File: src/rfft_pkg.sv
package rfft_pkg;

  localparam int POINTS_DEFAULT      = 512;
  localparam int SAMPLE_BITS_DEFAULT = 18;
  localparam int WORD_BITS           = 28;
  localparam int TW_BITS             = 19;
  localparam int INDEX_BITS          = 9;
  localparam int QUEUE_DEPTH         = 4;

  localparam logic [63:0] PI_Q32  = 64'd13493037705;
  localparam logic [63:0] ONE_Q32 = 64'd1 << 32;

  localparam logic [63:0] COS_DIV [10] = '{
    64'd2, 64'd12, 64'd30, 64'd56, 64'd90, 64'd132, 64'd182, 64'd240, 64'd306, 64'd380
  };
  localparam logic [63:0] SIN_DIV [10] = '{
    64'd6, 64'd20, 64'd42, 64'd72, 64'd110, 64'd156, 64'd210, 64'd272, 64'd342, 64'd420
  };

  typedef struct packed {
    logic                         is_read;
    logic signed [WORD_BITS-1:0]  even;
    logic signed [WORD_BITS-1:0]  odd;
    logic [INDEX_BITS-1:0]        idx;
  } req_t;

  // q1.17 cos and sin of 2*pi*k/points on the first octant, taylor series in q32
  function automatic logic [2*TW_BITS-1:0] tw_octant(input int unsigned k,
                                                     input int unsigned lgp);
    logic [63:0] th;
    logic [63:0] x2;
    logic [63:0] tc;
    logic [63:0] ts;
    logic [63:0] sc;
    logic [63:0] ss;
    logic [63:0] c;
    logic [63:0] s;
    th = (64'(k) * 64'd2 * PI_Q32 + (64'd1 << (lgp - 1))) >> lgp;
    x2 = (th * th) >> 32;
    tc = ONE_Q32;
    ts = th;
    sc = ONE_Q32;
    ss = th;
    for (int n = 1; n <= 10; n++) begin
      tc = ((tc * x2) >> 32) / COS_DIV[n-1];
      ts = ((ts * x2) >> 32) / SIN_DIV[n-1];
      if (n[0]) begin
        sc = sc - tc;
        ss = ss - ts;
      end else begin
        sc = sc + tc;
        ss = ss + ts;
      end
    end
    c = (sc + (64'd1 << 14)) >> 15;
    s = (ss + (64'd1 << 14)) >> 15;
    return {c[TW_BITS-1:0], s[TW_BITS-1:0]};
  endfunction

  function automatic logic [2*TW_BITS-1:0] tw_quadrant(input int unsigned k,
                                                       input int unsigned lgp);
    int unsigned q;
    logic [2*TW_BITS-1:0] cs;
    q = (32'd1 << lgp) >> 2;
    if (k <= (q >> 1)) begin
      cs = tw_octant(k, lgp);
    end else begin
      cs = tw_octant(q - k, lgp);
      cs = {cs[TW_BITS-1:0], cs[2*TW_BITS-1:TW_BITS]};
    end
    return cs;
  endfunction

  // twiddle entry k of the half-size table, {cos, sin}
  function automatic logic [2*TW_BITS-1:0] tw_entry(input int unsigned k,
                                                    input int unsigned lgp);
    int unsigned q;
    logic [2*TW_BITS-1:0] cs;
    logic signed [TW_BITS-1:0] c;
    logic signed [TW_BITS-1:0] s;
    q = (32'd1 << lgp) >> 2;
    if (k <= q) begin
      cs = tw_quadrant(k, lgp);
    end else begin
      cs = tw_quadrant(k - q, lgp);
      c  = cs[2*TW_BITS-1:TW_BITS];
      s  = cs[TW_BITS-1:0];
      cs = {-s, c};
    end
    return cs;
  endfunction

endpackage

File: src/rfft_front.sv
module rfft_front #(
  parameter int SAMPLE_BITS = rfft_pkg::SAMPLE_BITS_DEFAULT
) (
  input  logic                                 clk,
  input  logic                                 rst,
  input  logic                                 in_valid,
  output logic                                 in_stall,
  input  logic                                 req_type,
  input  logic signed [SAMPLE_BITS-1:0]        even_sample,
  input  logic signed [SAMPLE_BITS-1:0]        odd_sample,
  input  logic [rfft_pkg::INDEX_BITS-1:0]      read_index,
  output logic                                 q_valid,
  output rfft_pkg::req_t                       q_item,
  input  logic                                 q_pop
);
  import rfft_pkg::*;

  localparam int PW = $clog2(QUEUE_DEPTH);
  localparam int CW = $clog2(QUEUE_DEPTH + 1);

  req_t          entry [QUEUE_DEPTH];
  logic [PW-1:0] wptr;
  logic [PW-1:0] rptr;
  logic [CW-1:0] count;
  logic          push;
  req_t          item;

  assign in_stall = (count == CW'(QUEUE_DEPTH));
  assign push     = in_valid && !in_stall;
  assign q_valid  = (count != '0);
  assign q_item   = entry[rptr];

  always_comb begin
    item.is_read = req_type;
    item.even    = WORD_BITS'(even_sample);
    item.odd     = WORD_BITS'(odd_sample);
    item.idx     = read_index;
  end

  always_ff @(posedge clk) begin
    if (push) begin
      entry[wptr] <= item;
    end
  end

  always_ff @(posedge clk) begin
    if (rst) begin
      wptr  <= '0;
      rptr  <= '0;
      count <= '0;
    end else begin
      if (push) begin
        wptr <= wptr + PW'(1);
      end
      if (q_pop) begin
        rptr <= rptr + PW'(1);
      end
      if (push && !q_pop) begin
        count <= count + CW'(1);
      end else if (!push && q_pop) begin
        count <= count - CW'(1);
      end
    end
  end

endmodule

File: config.mk
export PLATFORM = sky130hd
export DESIGN_NAME = rfft_front
export DESIGN_NICKNAME = d
export VERILOG_FILES = /design/src/rfft_pkg.sv /design/src/rfft_front.sv
export SDC_FILE = /design/constraint.sdc
export NUM_CORES = 1
export LEC_CHECK = 0
export BUFFER_PORTS_ARGS = -buffer_cell sky130_fd_sc_hd__buf_2
export CAP_MARGIN = 15
export CORE_AREA = 2 2 119 132
export CTS_BUF_LIST = sky130_fd_sc_hd__clkbuf_8
export CTS_CLUSTER_SIZE = 12
export DETAILED_ROUTE_END_ITERATION = 16
export DIE_AREA = 0 0 121 134
export GPL_ROUTABILITY_DRIVEN = 1
export PLACE_DENSITY = 0.84
export SYNTH_ARGS = -nofsm -noshare
export SYNTH_HDL_FRONTEND = slang
export SYNTH_SLANG_ARGS = --single-unit
File: constraint.sdc
create_clock -name clk -period 2.3 [get_ports clk]
set_clock_uncertainty 0.15 [all_clocks]
set_input_delay 0.115 -clock clk [delete_from_list [all_inputs] [get_ports clk]]
set_output_delay 0.115 -clock clk [all_outputs]
set_load 0.1 [all_outputs]
# Word level (Yosys, flattened, before mapping)
# Memories as Yosys holds them, arrays and structs flattened. A register that Yosys moved wholly into a read port is not among the register bits.
# Index checks and enable logic that the tools add are counted.
[classes]
n_eq_ne = 1
n_lt_le_gt_ge = 0
n_reduce_logical = 8
n_mux = 6
shifts = 0
n_mul = 0
div_mod_pow = 0
add_sub_neg = 4
n_bitwise = 0
[op_table]
columns = ["operator", "n"]
rows = [
  ["$mux 3", 2],
  ["$add 2x1->2 const B", 2],
  ["$mux 2", 2],
  ["$add 3x1->3 const B", 1],
  ["$eq 3x3->1 const B", 1],
  ["$logic_and 1x1->1", 3],
  ["$logic_not 1->1", 3],
  ["$reduce_bool 3->1", 1],
  ["$sub 3x1->3 const B", 1],
  ["$mux 1", 2],
  ["$reduce_bool 2->1", 1],
]
[totals]
output_inout_bits = 68
input_bits = 50
latchBits = 0
ram_bits = 264
word_cells = 23
rom_bits = 0
n_memories = 1
regBits = 7
[mem_list]
columns = ["memory", "depth", "width", "read_ports", "rd_ports_with_merged_regs", "write_ports", "line", "source"]
rows = [
  ["entry", 4, 66, 1, 1, 1, "rfft_front.sv:21", "req_t entry [QUEUE_DEPTH];"],
]

# Logic depth before layout (Yosys ltp)
[depth]
word_depth = 7
ltp_mapped = 8
mapped_depth_nobuf = 8

# Worst setup path before layout
# OpenSTA, ideal clock, no wires.
[synth_timing]
path_kind = "flip-flop to flip-flop"
from = "register count[0]"
to = "memory entry[0][0] (netlist bit), enable pin"
period_less_slack_ns = 3.239
path_slack_ns = -0.939
required_ns = 1.682
stages_incl_launch_ff = 4
path_buffers = 0
arrival_ns = 2.621
setup_ns = 0.468
path_cell_list = "dfxtp_1 > nor3b_2 > nor2_1 > and2_1"
[synth_via]
elab_chain_len = 5
[synth_lines]
columns = ["element", "line", "source"]
rows = [
  ["start: declaration", "rfft_front.sv:24", "logic [CW-1:0] count;"],
  ["start signal: assignment", "rfft_front.sv:59", "count <= count + CW'(1);"],
  ["start signal: assignment", "rfft_front.sv:61", "count <= count - CW'(1);"],
  ["$eq 3x3->1", "rfft_front.sv:28", "assign in_stall = (count == CW'(QUEUE_DEPTH));"],
  ["net in_stall", "rfft_front.sv:7", "output logic in_stall,"],
  ["$logic_not 1->1", "rfft_front.sv:29", "assign push = in_valid && !in_stall;"],
  ["$logic_and 1x1->1", "rfft_front.sv:29", ""],
  ["net push", "rfft_front.sv:25", "logic push;"],
  ["$mux 1", "rfft_front.sv:41", "if (push) begin"],
  ["$mux 1 (not written as such)", "rfft_front.sv:42", "entry[wptr] <= item;"],
  ["end: declaration", "rfft_front.sv:21", ""],
]
# The timed path passes the listed nets, and every way through them passes these cells.

==> summary.txt <==
STA
  – Final hold vios: 0
  – Slew Viols, Final: 0
  – FMAX: between 0.4 and 0.5 GHz
  – Slew headroom: between 60% and 70%
  – Minimum clock period: approximately 2.2 ns
  – Hold slack final: approximately 0.26 ns
  – Worst Max-Slew Pin Slew: 0.509 ns
  – Final WS setup: slightly above 0.05 ns
  – Final setup fails: 0
  – Tcrit/Tclk final: 97.8%
  – RSZ-0062 raised after global routing: yes

Power
  – Worst IR Drop VDD: 0.622 mV
  – Part of the power in the clock network: between 20% and 30%
  – Internal power: slightly above 6 mW
  – Sequential cell fraction of total power: around 44%
  – Leakage power: around 3.2 nW
  – Sw Share: 37.3%
  – Net switching power: 3.62 mW
  – PwrDens: between 1000 and 1500 nW/um2
  – Comb pwr share: 32.4%

Setup path
  – WS Path Type: reg2out
  – CP startpoint kind: flip-flop
  – Worst-path cell chain: bufbuf_16 > mux4_2 > buf_4
  – CP arrival: about 2 ns
  – Worst Path Max Fanout: 17
  – Worst Setup EP: q_item[50]
  – Worst reg2reg setup slack: between 0.1 and 0.15 ns
  – Worst path max stage delay: between 0.5 and 0.6 ns
  – Worst R2R End: count[2]
  – WP data required: a little over 2 ns
  – Slowest-stage cell, CP: mux4_2
  – Worst r2r src: count[2]
  – Crit end category: primary output
  – Reg2Reg Depth: 8

Synthesis
  – Synthesized instance count: roughly 300
  – Average size of a mapped cell: 23.7 um2
  – Post-synth net total: between 300 and 400
  – Cell taking the most area after synthesis: edfxtp_1
  – Seq cells post-synth: around 190
  – Sequential-to-total area share from yosys stat: about four fifths
  – Ys Warns: 0
  – Top-area cell type share of the netlist area: 75.7%
  – Synth unique cells: 24
  – Syn Std Cell Area: 7300 um2
  – Ranking of synthesized cells by area: edfxtp_1 (76%), mux4_2 (12%), dfxtp_1 (2.5%)

Drt
  – DRC Markers: 0
  – First-iteration detailed-routing DRC count: 225
  – Routed wire length: around 13 mm
  – Final ANT Viol Nets: 0
  – Routed vias: approximately 3.6k
  – Drt wl/cell: about 19 um
  – Router iterations before antenna repair: 4
  – Vias per cell: a little over 5

GRT
  – GR Util met1: 20.2%
  – GRT met2 Usage: between 20% and 30%
  – Global route hottest layer: met2
  – Global route total overflow: 0
  – First-pass GRT wire length: roughly 20 mm
  – Initial antenna violation count: 0
  – M3 GR Usage: 4.34%
  – Vias in the first global route: between 3k and 4k
  – Pin count of the biggest net entering global routing: 47
  – All-Layer GR Usage: roughly 17%

Clock network
  – H-tree depth: 4
  – CTS root buf: clkbuf_8
  – TritonCTS clock tree: yes
  – Worst skew pair latency: 0.45 ns
  – Clock sink total: 193
  – Clock slew at reported path FFs: approximately 0.09 ns
  – Num CTS Buffers: 17
  – Worst-case clock buffer depth: 2

Die
  – DIE AREA: roughly 16,000 um2
  – Initial core utilization: between 40% and 50%
  – Row count: 47
  – Num ports: around 120
  – Die Span X: roughly 120 um
  – Die Height: 134 um
  – Core ar.: between 10,000 and 15,000 um2

Finish
  – Layout cell share with drive strength beyond 1: 43.1%
  – Fin cells: between 600 and 700
  – Commonest non-fill, non-tap cell in the layout: edfxtp_1
  – Antenna diode count: 0
  – Syn-to-layout area delta: 26.3%
  – Most frequent cells in the layout: edfxtp_1 (184), buf_2 (68), dlygate4sd3_1 (50), buf_4 (50), mux4_2 (42)
  – Sequential Area: ~5700 um2
  – Layout Nets: 533
  – Fillers: between 1k and 1.5k
  – Finished Cell Area: 9220 um2
  – Post-layout util: roughly three fifths
  – Multi-input combinational cell area: roughly 1400 um2

Placement
  – Post-Place Setup Slack: between 0.1 and 0.15 ns
  – Routability-driven placement congestion ratio: between 0.6 and 0.7
  – Detailed placement HPWL: roughly 7.8 mm
  – Area of placed instances: about 8000 um2
  – Placed cells: between 600 and 700
  – # port buffers: between 100 and 150

Hold path
  – Class of the worst hold path: in2reg

Run status
  – Status: finished clean

Job
  – Max-Cap Viols: 0
==> registers in the layout (all words and copies together), names as in the netlist, named ones only <==
register	cells
count	3
entry	184
rptr	2
wptr	2
==> cell usage after synthesis (all sizes together) <==
cell type / instances
nand2: 1
nor2: 6
dfxtp: 9
xnor2: 1
mux2i: 1
clkbuf: 2
xor2: 3
mux4: 46
o21ai: 3
nand3b: 1
a21oi: 3
fa: 1
inv: 5
nor3b: 1
edfxtp: 184
and2: 4
ha: 5
buf: 29
or3: 3
==> per-layer routing <==
layer | share of wire (%) | vias to the layer above | routed length [um]
li1 | - | 1600 | -
met1 | 40 | 1839 | 5180
met2 | 54 | 103 | 6960
met3 | 4.9 | 18 | 636
met4 | 1.6 | 0 | 209
met5 | 0 | - | 0
==> critical path, delay by kind of cell (launching register included) <==
kind,cells,cell delay (ns)
multiplexers,1,0.53
flip-flops,1,0.41
buffers and inverters,2,0.59
==> kinds of logic (layout without fill, tap and decap cells) <==
family	count (synthesis)	after routing	synth area share (%)
and+or+nand+nor	16	16	1.23
adders and majority gates	6	6	1.13
xor gates and xnor gates	4	4	0.480
DFF	193	193	78.1
AOI/OAI and AO/OA	6	6	0.411
buffers and inverters	36	216	3.96
muxes	47	49	14.6
==> final cells by class <==
class	count	share of cell area [%]
clock buffer	17	2.54
clock inverter	15	2.10
inverter	5	0.204
multi-input combinational	81	14.8
sequential	193	62.0
tap	196	2.66
timing repair buffer	179	15.7
==> timing repair <==
action | CTS | global route
hold buffers | 50 | 0
gates cloned | 2 | 1
endpoints found under the hold margin | 193 | 0
setup endpoints to repair | 28 | 42
buffers inserted | 0 | 0
resized for setup | 45 | 14
==> per-stage QoR <==
| stage | TNS, ns | power, mW |
|---|---|---|
| global route | -0.431 | 10.0 |
| floorplan | -11.45 | 6.91 |
| detailed placement | 0 | 7.30 |
| global placement | 0 | 7.23 |
| finish | 0 | 9.69 |
| CTS | 0 | 9.75 |
==> how the worst min path moves through the flow <==
stage                                from           end  slack (ns)  depth (start not counted)
final                      odd_sample[15]  entry[3][24]        0.26                          2
after global routing       odd_sample[13]  entry[0][22]        0.24                          2
after CTS                 even_sample[14]  entry[3][51]        0.22                          2
after detailed placement    odd_sample[7]  entry[2][16]        0.18                          1
after global placement      odd_sample[6]  entry[0][15]        0.17                          1
after floorplan             read_index[0]   entry[0][0]        0.06                          0
==> power groups by stage <==
stage	sequential, mW	clock [mW]	combinational (mW)
2_1_floorplan	4.31	0	2.60
3_3_place_gp	4.32	0	2.92
3_5_place_dp	4.35	0	2.95
4_1_cts	4.27	2.34	3.14
5_1_grt	4.29	2.47	3.25
6_report	4.27	2.28	3.14
Note: power is estimated with default switching activity, not from simulation.
